--- src/hdl/its_pkg.sv ---
// Package for the INI token scanner: token kinds, byte codes, result record.
package its_pkg;

    localparam int DEF_OFFSET_BITS = 24;
    localparam int FIELD_W         = 24;
    localparam int KIND_W          = 4;
    localparam int FLAGS_W         = 4;

    localparam logic [KIND_W-1:0] K_END     = 4'd0;
    localparam logic [KIND_W-1:0] K_INT     = 4'd1;
    localparam logic [KIND_W-1:0] K_STR     = 4'd2;
    localparam logic [KIND_W-1:0] K_SEC     = 4'd3;
    localparam logic [KIND_W-1:0] K_ASSIGN  = 4'd4;
    localparam logic [KIND_W-1:0] K_BLANK   = 4'd5;
    localparam logic [KIND_W-1:0] K_NEWLINE = 4'd6;
    localparam logic [KIND_W-1:0] K_BOOL    = 4'd7;
    localparam logic [KIND_W-1:0] K_IDENT   = 4'd8;

    localparam logic [FLAGS_W-1:0] ERR_UNTERM_STR = 4'b0001;
    localparam logic [FLAGS_W-1:0] ERR_EMPTY_SEC  = 4'b0010;
    localparam logic [FLAGS_W-1:0] ERR_STRAY_BRKT = 4'b0100;
    localparam logic [FLAGS_W-1:0] ERR_UNCLOSED   = 4'b1000;

    localparam logic [7:0] CH_SEMI    = 8'h3B;
    localparam logic [7:0] CH_QUOTE   = 8'h22;
    localparam logic [7:0] CH_LBRKT   = 8'h5B;
    localparam logic [7:0] CH_RBRKT   = 8'h5D;
    localparam logic [7:0] CH_EQUALS  = 8'h3D;
    localparam logic [7:0] CH_NEWLINE = 8'h0A;
    localparam logic [7:0] CH_SPACE   = 8'h20;
    localparam logic [7:0] CH_TAB     = 8'h09;
    localparam logic [7:0] CH_ZERO    = 8'h30;
    localparam logic [7:0] CH_NINE    = 8'h39;
    localparam logic [7:0] CH_T       = 8'h74;
    localparam logic [7:0] CH_F       = 8'h66;

    localparam logic [2:0] LEN_TRUE  = 3'd4;
    localparam logic [2:0] LEN_FALSE = 3'd5;

    localparam int QUEUE_DEPTH = 4;
    localparam int QPTR_W      = $clog2(QUEUE_DEPTH);

    typedef struct packed {
        logic [KIND_W-1:0]  kind;
        logic [FIELD_W-1:0] span_begin;
        logic [FIELD_W-1:0] span_finish;
        logic [FIELD_W-1:0] value_begin;
        logic [FIELD_W-1:0] value_finish;
        logic               bool_is_true;
        logic [FLAGS_W-1:0] error_flags;
        logic               last_of_run;
    } token_t;

    function automatic logic is_blank(input logic [7:0] b);
        return (b == CH_SPACE) || (b == CH_TAB);
    endfunction

    function automatic logic is_digit(input logic [7:0] b);
        return (b >= CH_ZERO) && (b <= CH_NINE);
    endfunction

    function automatic logic ends_ident(input logic [7:0] b);
        return (b == CH_NEWLINE) || is_blank(b) || (b == CH_EQUALS) || (b == CH_QUOTE);
    endfunction

    // Expected letter of "true" / "false" at a given match position.
    function automatic logic [7:0] keyword_letter(input logic is_true, input logic [2:0] idx);
        logic [7:0] ch;
        ch = 8'h00;
        if (is_true) begin
            case (idx[1:0])
                2'd0: ch = 8'h74;
                2'd1: ch = 8'h72;
                2'd2: ch = 8'h75;
                2'd3: ch = 8'h65;
                default: ch = 8'h00;
            endcase
        end else begin
            case (idx)
                3'd0: ch = 8'h66;
                3'd1: ch = 8'h61;
                3'd2: ch = 8'h6C;
                3'd3: ch = 8'h73;
                3'd4: ch = 8'h65;
                default: ch = 8'h00;
            endcase
        end
        return ch;
    endfunction

    function automatic token_t make_token(
        input logic [KIND_W-1:0]  kind,
        input logic [FIELD_W-1:0] sb,
        input logic [FIELD_W-1:0] sf,
        input logic [FIELD_W-1:0] vb,
        input logic [FIELD_W-1:0] vf,
        input logic               tru,
        input logic [FLAGS_W-1:0] flags
    );
        token_t t;
        t.kind         = kind;
        t.span_begin   = sb;
        t.span_finish  = sf;
        t.value_begin  = vb;
        t.value_finish = vf;
        t.bool_is_true = tru;
        t.error_flags  = flags;
        t.last_of_run  = 1'b0;
        return t;
    endfunction

endpackage

--- src/hdl/ini_token_scanner.sv ---
// INI token scanner: byte-wise lexer with a small result queue.
//
// Usage: feed the text one byte per item on the s_ channel (s_text_byte);
// an item with s_end_of_input set carries no byte and closes the text.
// Tokens leave on the m_ channel as offset spans with kind, value span,
// boolean value, error flags and last_of_run on the final token of an item.
// Each byte yields zero, one or two tokens; end of input yields the pending
// token, if any, and always the end token, then the scanner restarts at
// offset 0.
// A token is registered in the result queue when the item that causes it is
// accepted. The scanner takes one byte per cycle while s_ready is high; an item
// that makes two tokens leaves as two transfers on the single-token output port.
// s_ready is high while the 4-entry result queue has room for two tokens;
// it drops once more than two tokens wait, so a stalled receiver stops the
// input and no token is lost.
// Reset (aresetn low, synchronous) empties the queue and returns the scan
// state to idle at offset 0.
module ini_token_scanner import its_pkg::*; #(
    parameter int OFFSET_BITS = DEF_OFFSET_BITS
) (
    input  logic               aclk,
    input  logic               aresetn,
    input  logic               s_valid,
    output logic               s_ready,
    input  logic [7:0]         s_text_byte,
    input  logic               s_end_of_input,
    output logic               m_valid,
    input  logic               m_ready,
    output logic [KIND_W-1:0]  m_token_kind,
    output logic [FIELD_W-1:0] m_span_begin,
    output logic [FIELD_W-1:0] m_span_finish,
    output logic [FIELD_W-1:0] m_value_begin,
    output logic [FIELD_W-1:0] m_value_finish,
    output logic               m_bool_is_true,
    output logic [FLAGS_W-1:0] m_error_flags,
    output logic               m_last_of_run
);

    typedef enum logic [2:0] {
        M_IDLE    = 3'd0,
        M_COMMENT = 3'd1,
        M_INT     = 3'd2,
        M_STR     = 3'd3,
        M_SEC     = 3'd4,
        M_KEYWORD = 3'd5,
        M_IDENT   = 3'd6
    } mode_t;

    typedef logic [OFFSET_BITS-1:0] off_t;

    mode_t      mode_reg,     mode_next;
    off_t       pos_reg,      pos_next;
    off_t       origin_reg,   origin_next;
    logic [2:0] kw_prog_reg,  kw_prog_next;
    logic       kw_true_reg,  kw_true_next;
    off_t       first_nb_reg, first_nb_next;
    off_t       end_nb_reg,   end_nb_next;
    logic       seen_nb_reg,  seen_nb_next;
    logic       stray_reg,    stray_next;

    token_t              queue_reg [QUEUE_DEPTH];
    logic [QPTR_W-1:0]   rd_ptr_reg;
    logic [QPTR_W-1:0]   wr_ptr_reg;
    logic [QPTR_W:0]     count_reg;

    logic       accept;
    logic       pop;
    logic [1:0] n_res;
    token_t     res0;
    token_t     res1;
    token_t     head;

    assign accept  = s_valid && s_ready;
    assign pop     = m_valid && m_ready;
    assign s_ready = (count_reg <= (QPTR_W+1)'(QUEUE_DEPTH - 2));
    assign m_valid = (count_reg != '0);

    // Scan logic: pending token closed by this byte, then the token the byte
    // starts (or the end token at end of input).
    always_comb begin
        logic [7:0]         b;
        off_t               p, p1, o, o1;
        logic [FIELD_W-1:0] fp, fp1, fo, fo1;
        logic               pend;
        token_t             pend_tok;
        logic               second;
        token_t             second_tok;
        logic               do_start;
        logic [2:0]         kw_len;
        logic [FLAGS_W-1:0] fl;

        b  = s_text_byte;
        p  = pos_reg;
        o  = origin_reg;
        p1 = p + OFFSET_BITS'(1);
        o1 = o + OFFSET_BITS'(1);
        fp  = FIELD_W'(p);
        fp1 = FIELD_W'(p1);
        fo  = FIELD_W'(o);
        fo1 = FIELD_W'(o1);

        pend       = 1'b0;
        pend_tok   = make_token(K_END, '0, '0, '0, '0, 1'b0, '0);
        second     = 1'b0;
        second_tok = make_token(K_END, '0, '0, '0, '0, 1'b0, '0);
        do_start   = 1'b0;
        kw_len     = kw_true_reg ? LEN_TRUE : LEN_FALSE;
        fl         = stray_reg ? ERR_STRAY_BRKT : '0;

        mode_next     = mode_reg;
        pos_next      = pos_reg;
        origin_next   = origin_reg;
        kw_prog_next  = kw_prog_reg;
        kw_true_next  = kw_true_reg;
        first_nb_next = first_nb_reg;
        end_nb_next   = end_nb_reg;
        seen_nb_next  = seen_nb_reg;
        stray_next    = stray_reg;

        if (s_end_of_input) begin
            case (mode_reg)
                M_INT: begin
                    pend = 1'b1;
                    pend_tok = make_token(K_INT, fo, fp, fo, fp, 1'b0, '0);
                end
                M_KEYWORD, M_IDENT: begin
                    pend = 1'b1;
                    pend_tok = make_token(K_IDENT, fo, fp, fo, fp, 1'b0, '0);
                end
                M_STR: begin
                    pend = 1'b1;
                    pend_tok = make_token(K_STR, fo, fp, fo1, fp, 1'b0, ERR_UNTERM_STR);
                end
                M_SEC: begin
                    pend = 1'b1;
                    pend_tok = make_token(K_SEC, fo, fp, fo1, fp, 1'b0, ERR_UNCLOSED | fl);
                end
                default: pend = 1'b0;
            endcase
            second = 1'b1;
            mode_next     = M_IDLE;
            pos_next      = '0;
            origin_next   = '0;
            kw_prog_next  = '0;
            kw_true_next  = 1'b0;
            first_nb_next = '0;
            end_nb_next   = '0;
            seen_nb_next  = 1'b0;
            stray_next    = 1'b0;
        end else begin
            pos_next = p1;
            case (mode_reg)
                M_COMMENT: begin
                    if (b == CH_NEWLINE) mode_next = M_IDLE;
                end
                M_INT: begin
                    if (!is_digit(b)) begin
                        pend = 1'b1;
                        pend_tok = make_token(K_INT, fo, fp, fo, fp, 1'b0, '0);
                        do_start = 1'b1;
                    end
                end
                M_STR: begin
                    if (b == CH_QUOTE) begin
                        pend = 1'b1;
                        pend_tok = make_token(K_STR, fo, fp1, fo1, fp, 1'b0, '0);
                        mode_next = M_IDLE;
                    end
                end
                M_SEC: begin
                    if (b == CH_RBRKT) begin
                        pend = 1'b1;
                        if (seen_nb_reg) begin
                            pend_tok = make_token(K_SEC, fo, fp1, FIELD_W'(first_nb_reg),
                                                  FIELD_W'(end_nb_reg), 1'b0, fl);
                        end else begin
                            pend_tok = make_token(K_SEC, fo, fp1, fo1, fo1, 1'b0,
                                                  fl | ERR_EMPTY_SEC);
                        end
                        mode_next = M_IDLE;
                    end else if (!is_blank(b)) begin
                        if (b == CH_LBRKT) stray_next = 1'b1;
                        if (!seen_nb_reg) first_nb_next = p;
                        end_nb_next  = p1;
                        seen_nb_next = 1'b1;
                    end
                end
                M_KEYWORD: begin
                    kw_prog_next = '0;
                    if (kw_prog_reg >= kw_len) begin
                        mode_next = M_IDENT;
                        if (ends_ident(b)) begin
                            pend = 1'b1;
                            pend_tok = make_token(K_IDENT, fo, fp, fo, fp, 1'b0, '0);
                            do_start = 1'b1;
                        end
                    end else if (b == keyword_letter(kw_true_reg, kw_prog_reg)) begin
                        if (kw_prog_reg + 3'd1 == kw_len) begin
                            pend = 1'b1;
                            pend_tok = make_token(K_BOOL, fo, fp1, fo, fp1, kw_true_reg, '0);
                            mode_next = M_IDLE;
                        end else begin
                            kw_prog_next = kw_prog_reg + 3'd1;
                        end
                    end else if (ends_ident(b)) begin
                        pend = 1'b1;
                        pend_tok = make_token(K_IDENT, fo, fp, fo, fp, 1'b0, '0);
                        do_start = 1'b1;
                    end else begin
                        mode_next = M_IDENT;
                    end
                end
                M_IDENT: begin
                    if (ends_ident(b)) begin
                        pend = 1'b1;
                        pend_tok = make_token(K_IDENT, fo, fp, fo, fp, 1'b0, '0);
                        do_start = 1'b1;
                    end
                end
                default: do_start = 1'b1;
            endcase

            // The byte opens a new token.
            if (do_start) begin
                origin_next = p;
                if (b == CH_SEMI) begin
                    mode_next = M_COMMENT;
                end else if (is_digit(b)) begin
                    mode_next = M_INT;
                end else if (b == CH_QUOTE) begin
                    mode_next = M_STR;
                end else if (b == CH_LBRKT) begin
                    mode_next     = M_SEC;
                    first_nb_next = '0;
                    end_nb_next   = '0;
                    seen_nb_next  = 1'b0;
                    stray_next    = 1'b0;
                end else if (b == CH_EQUALS) begin
                    mode_next  = M_IDLE;
                    second     = 1'b1;
                    second_tok = make_token(K_ASSIGN, fp, fp1, fp, fp1, 1'b0, '0);
                end else if (is_blank(b)) begin
                    mode_next  = M_IDLE;
                    second     = 1'b1;
                    second_tok = make_token(K_BLANK, fp, fp1, fp, fp1, 1'b0, '0);
                end else if (b == CH_NEWLINE) begin
                    mode_next  = M_IDLE;
                    second     = 1'b1;
                    second_tok = make_token(K_NEWLINE, fp, fp1, fp, fp1, 1'b0, '0);
                end else if ((b == CH_T) || (b == CH_F)) begin
                    mode_next    = M_KEYWORD;
                    kw_true_next = (b == CH_T);
                    kw_prog_next = 3'd1;
                end else begin
                    mode_next = M_IDENT;
                end
            end
        end

        // Pack results in emission order; last token of the item is flagged.
        pend_tok.last_of_run   = !second;
        second_tok.last_of_run = 1'b1;
        n_res = {1'b0, pend} + {1'b0, second};
        res0  = pend ? pend_tok : second_tok;
        res1  = second_tok;
    end

    always_ff @(posedge aclk) begin
        if (!aresetn) begin
            mode_reg     <= M_IDLE;
            pos_reg      <= '0;
            origin_reg   <= '0;
            kw_prog_reg  <= '0;
            kw_true_reg  <= 1'b0;
            first_nb_reg <= '0;
            end_nb_reg   <= '0;
            seen_nb_reg  <= 1'b0;
            stray_reg    <= 1'b0;
        end else if (accept) begin
            mode_reg     <= mode_next;
            pos_reg      <= pos_next;
            origin_reg   <= origin_next;
            kw_prog_reg  <= kw_prog_next;
            kw_true_reg  <= kw_true_next;
            first_nb_reg <= first_nb_next;
            end_nb_reg   <= end_nb_next;
            seen_nb_reg  <= seen_nb_next;
            stray_reg    <= stray_next;
        end
    end

    // Result queue: up to two writes per accepted item, one read per cycle while m_ready is high.
    always_ff @(posedge aclk) begin
        if (accept && (n_res != 2'd0)) begin
            queue_reg[wr_ptr_reg] <= res0;
            if (n_res == 2'd2) queue_reg[wr_ptr_reg + QPTR_W'(1)] <= res1;
        end
    end

    always_ff @(posedge aclk) begin
        if (!aresetn) begin
            rd_ptr_reg <= '0;
            wr_ptr_reg <= '0;
            count_reg  <= '0;
        end else begin
            if (accept) wr_ptr_reg <= wr_ptr_reg + QPTR_W'(n_res);
            if (pop) rd_ptr_reg <= rd_ptr_reg + QPTR_W'(1);
            count_reg <= count_reg + (accept ? (QPTR_W+1)'(n_res) : '0)
                                   - (pop ? (QPTR_W+1)'(1) : '0);
        end
    end

    assign head           = queue_reg[rd_ptr_reg];
    assign m_token_kind   = head.kind;
    assign m_span_begin   = head.span_begin;
    assign m_span_finish  = head.span_finish;
    assign m_value_begin  = head.value_begin;
    assign m_value_finish = head.value_finish;
    assign m_bool_is_true = head.bool_is_true;
    assign m_error_flags  = head.error_flags;
    assign m_last_of_run  = head.last_of_run;

endmodule

--- config.mk ---
export PLATFORM = sky130hd
export DESIGN_NAME = ini_token_scanner
export DESIGN_NICKNAME = d
export VERILOG_FILES = /design/src/hdl/its_pkg.sv /design/src/hdl/ini_token_scanner.sv
export SDC_FILE = /design/constraint.sdc
export NUM_CORES = 1
export LEC_CHECK = 0
export BUFFER_PORTS_ARGS = -buffer_cell sky130_fd_sc_hd__buf_2
export CORE_ASPECT_RATIO = 0.75
export CORE_MARGIN = 4
export CORE_UTILIZATION = 56
export CTS_CLUSTER_DIAMETER = 100
export CTS_CLUSTER_SIZE = 28
export DETAILED_ROUTE_END_ITERATION = 10
export PLACE_DENSITY_LB_ADDON = 0.15
export SLEW_MARGIN = 25
export SYNTH_ARGS = -nofsm -noshare
export SYNTH_HDL_FRONTEND = slang
export SYNTH_SLANG_ARGS = --single-unit
--- constraint.sdc ---
create_clock -name aclk -period 7.1 [get_ports aclk]
set_input_delay 1.42 -clock aclk [delete_from_list [all_inputs] [get_ports aclk]]
set_output_delay 1.42 -clock aclk [all_outputs]
set_load 0.01 [all_outputs]
# Word-level counts from Yosys, hierarchy flattened
# Memories as Yosys holds them, arrays and structs flattened. A register that Yosys moved wholly into a read port is not among the register bits.
# Index checks and enable logic that the tools add are counted.
# W data, S select, Z words.
[classes] n_shift=0 n_eq_ne=38 mux=144 addsub=9 div=0 multipliers=0 magnitude_cmp=4 bitwise=0 reduce_logical=23
[op_table] operator="$mux W105" n=9
[op_table] operator="$mux W106" n=6
[op_table] operator="$pmux W106 S5" n=1
[op_table] operator="$mux W24" n=22
[op_table] operator="$pmux W106 S4" n=1
[op_table] operator="$mux W104" n=2
[op_table] operator="$mux W103" n=1
[op_table] operator="$mux W3" n=31
[op_table] operator="$mux W1" n=57
[op_table] operator="$mux W54" n=1
[op_table] operator="$add A24 B1 Y24 const B" n=2
[op_table] operator="$pmux W7 S5" n=1
[op_table] operator="$eq A8 B6 Y1 const B" n=4
[op_table] operator="$eq A8 B7 Y1 const B" n=4
[op_table] operator="$mux W8" n=4
[op_table] operator="$pmux W8 S4" n=1
[op_table] operator="$eq A8 B4 Y1 const B" n=2
[op_table] operator="$ne A2 B2 Y1 const B" n=7
[op_table] operator="$eq A3 B2 Y1 const B" n=4
[op_table] operator="$eq A3 B3 Y1 const B" n=4
[op_table] operator="$ne A4 B4 Y1 const B" n=3
[op_table] operator="$ne A6 B6 Y1 const B" n=2
[op_table] operator="$pmux W3 S4" n=1
[op_table] operator="$reduce_and A10 Y1" n=1
[op_table] operator="other kinds (31)" n=47
[totals] latchBits=0 rom_bits=0 inputBits=13 ramBits=424 out_inout_bits=108 reg_bits=112 n_memories=1
[mem_list] memory="queue_reg" words=4 width=106 read_ports=1 rd_clocked_by_memory_dff=1 write_ports=2 line="ini_token_scanner.sv:61" rtl="token_t queue_reg [QUEUE_DEPTH];"

# Logic depth before layout (Yosys ltp)
[depth] depth_word=20 mapped_depth=21 depth_no_buf=18

# Least setup slack after synthesis
# OpenSTA, ideal clock, no wires.
[synth_path] path_type="in2reg" start="in s_text_byte[2]" end="mem queue_reg[2][100] in the netlist's numbering (enable)" setup_time_ps=462 path_slack_ps=140 arrival_ps=6498 cell_stages=12 n_path_buf=2 required_ps=6638 path_cell_list="buf_2 or4_4 a211o_1 and2_0 buf_2 o21ai_1 o31a_2 inv_2 ha_1 nor4b_1 nand2_1 nand2_1"
[synth_rtl] element="start, declared" line="ini_token_scanner.sv:25" rtl="input logic [7:0] s_text_byte,"
[synth_rtl] element="end, declared" line="ini_token_scanner.sv:61"

==> flow_metrics.tcl <==
set metrics [dict create \
    outcome "finished, final reports clean" \
    design_area_um2 29500 \
    drtIter0Drc 3595 \
    place_area_um2 28700 \
    ys_seq_area_frac 0.534 \
    synthTopCellsByArea "edfxtp_1 43%, dfxtp_1 10%, mux4_2 8.7%, o22ai_1 4.5%, a32o_1 3.6%" \
    totalPowerFinal_w 0.00707 \
    yosys_warnings 0 \
    setup_viol 0 \
    die_y_um 200 \
    whs_ps 459 \
    fin_skew_ps 62.4 \
    synth_top_cells_by_count "396 x edfxtp_1, 214 x clkbuf_1, 197 x o22ai_1, 163 x nand2_1, 156 x nor2_1" \
    largest_reg_flops 424 \
    required_ps 7530 \
    wire_per_inst_um 31.6 \
    vias_per_cell 7.41 \
    critical_path_class "reg -> reg" \
    grt_pass1_wl_um 141000 \
    cts.sinks 538 \
    max_slew.worst_pin.slew_ps 1100 \
    drv_cap 0 \
    netlist_area_um2 27600 \
    fin_crit_ps 6080 \
    async_flop_share 0 \
    critPathTopFamily "simple AND/OR/NAND/NOR gates" \
    route.detailed.drc 0 \
    fin_crit_sh 0.856 \
    place_inst 2978 \
    overflow 0 \
    yosys_most_used_dff "edfxtp_1" \
    grt_max_degree 99 \
    cts_setup_buffers 0 \
    clk_pin_slew_ps 120 \
    synthCells 2398 \
    cts_max_level 1 \
    grt_pass1_vias 21187 \
    fin_nets 2390 \
    diodes 0 \
    cp-start-kind "register" \
    cts_tree "yes" \
    clockRootBuffer "clkbuf_16" \
    num_io_pins 121 \
    clockBufferDepth 3 \
    dieArea_um2 52900 \
    drt-total-wl_um 95400 \
    critPathArrivalTime_ps 6510 \
    core_um2 48700 \
    synth_cell_types 93 \
    vias 22399 \
    total_leakage_power_nw 8.86 \
    track_usage 0.348 \
    rsz0062_at_grt "no" \
    clk_latency_ps 620 \
    grt_antenna_before_repair 1 \
    postRouteAntennaNets 0 \
    initial_utilization 0.566 \
    cts_buffers 23 \
    syn_avg_cell_area_um2 11.5 \
    slowest_delay_ps 960 \
    crit_slowest_cell "o31ai_2" \
    firstDrtPassIters 6 \
    hold_viol_final 0 \
    cts_resized 0 \
    yosys.area.top_type_share 0.431 \
    hpwl_um 61700 \
    port_buffers 120 \
    yosysTopAreaCell "edfxtp_1" \
    critPathBufInv 2 \
    syn_to_final_growth_pct 6.88 \
    power_density_nw_per_um2 240 \
    syn-num-nets 2430 \
    yosysMostFrequentCell "edfxtp_1" \
    layoutNonFillerInstCount 3023 \
    fin_setup_tns_ps 0 \
    slew-limit-headroom 0.260 \
    rows 70 \
    report.final.slew_viol_count 0 \
    max_freq_mhz 165 \
    fillerInstances 4006 \
    synth-edff-count 396 \
    die_w_um 264 \
    hold_path.class "reg -> reg" \
    ys_ff_latch 538 \
    cts_hold_repair.buffers 0 \
    cp_max_fo 21 \
    ir_worst_vdd_mv 0.186 \
    crit_chain "inv_1 > ha_1 > or3b_2 > a21oi_1 > nand2_1 > nand4b_1 > nor2_4 > o31a_2 > inv_2 > ha_1 > nor2_1 > nand3_2 > o31ai_2 > nand2_1 > o21ai_0" \
    drive_gt1_frac 0.174 \
    crit_path_end_kind "register" \
    place_congestion 1.01 \
]
==> tightest hold or removal path, cell delays in order, from the launching register on <==
cell and delay (ps):
dfxtp_1 340, nand2_1 40, o21ai_0 50
==> cells by family after synthesis <==
family | Yosys count | share of synthesized area
adders and majority gates | 19 | 0.00889
DFF | 538 | 0.534
muxes | 110 | 0.0882
and+or+nand+nor | 563 | 0.0980
xor gates and xnor gates | 53 | 0.0168
buffers and inverters | 306 | 0.0448
AOI/OAI and AO/OA | 809 | 0.209
==> per-stage QoR <==
stage	util	worst slack, ps
6_report	0.605	1020
3_5_place_dp	0.590	1150
2_1_floorplan	-	140
5_1_grt	0.605	794
3_3_place_gp	0.589	1200
4_1_cts	0.603	1380
==> layer usage <==
layer  routed length [µm]  up-vias  GRT usage
met3                12900      210     0.0802
met2                41800     1713      0.516
met1                37100    11132      0.515
li1                     -     9342          -
met4                 3570        2      0.107
met5                    7        -          0
==> report_power, final <==
| part | switching [W] | leakage (nW) | internal [W] |
|---|---|---|---|
| logic | 0.00107 | 3.91 | 0.000706 |
| registers | 0.000117 | 4.63 | 0.00353 |
| clock network | 0.00101 | 0.320 | 0.000632 |
| total | 0.00220 | 8.86 | 0.00487 |
==> path summary, 6_finish.rpt <==
| kind | start | to | slack (ps) | cells past startpoint |
|---|---|---|---|---|
| setup / recovery | kw_true_reg$_SDFFE_PN0P_ | queue_reg[3][36]$_DFFE_PP_ | 1020 | 15 |
| hold / removal | end_nb_reg[20]$_SDFFE_PN0P_ | end_nb_reg[20]$_SDFFE_PN0P_ | 460 | 2 |
| setup reg to reg | kw_true_reg$_SDFFE_PN0P_ | queue_reg[3][36]$_DFFE_PP_ | 1020 | 15 |
| hold reg to reg | end_nb_reg[20]$_SDFFE_PN0P_ | end_nb_reg[20]$_SDFFE_PN0P_ | 460 | 2 |
==> placed cells by master (no fill, tap or decap), types with 12 or more instances in the layout <==
cell	netlist	layout
a21oi_1	84	84
a22o_1	103	103
a22oi_1	40	40
a31oi_1	12	12
a32o_1	98	98
and2_1	25	24
and3_1	16	15
buf_2	43	121
buf_4	3	86
clkbuf_1	214	16
clkbuf_16	0	23
dfxtp_1	142	138
edfxtp_1	396	396
ha_1	18	18
inv_1	23	21
mux4_2	106	106
nand2_1	163	161
nand3_1	75	74
nor2_1	156	153
nor2b_1	13	12
nor3_1	38	38
o21a_1	13	13
o21ai_0	140	139
o21ai_1	15	14
o22ai_1	197	197
xnor2_1	28	27
xor2_1	25	21
==> layout make-up <==
cell class / instances / area, µm² / area share
Clock inverter: 3 / 36.3 / 0.00123
Inverter: 25 / 101 / 0.00344
Multi-Input combinational cell: 1554 / 11700 / 0.398
Timing Repair Buffer: 216 / 1420 / 0.0482
Tap cell: 648 / 811 / 0.0275
Sequential cell: 538 / 14700 / 0.500
Clock buffer: 39 / 636 / 0.0216
Note: power is estimated with default switching activity, not from simulation.
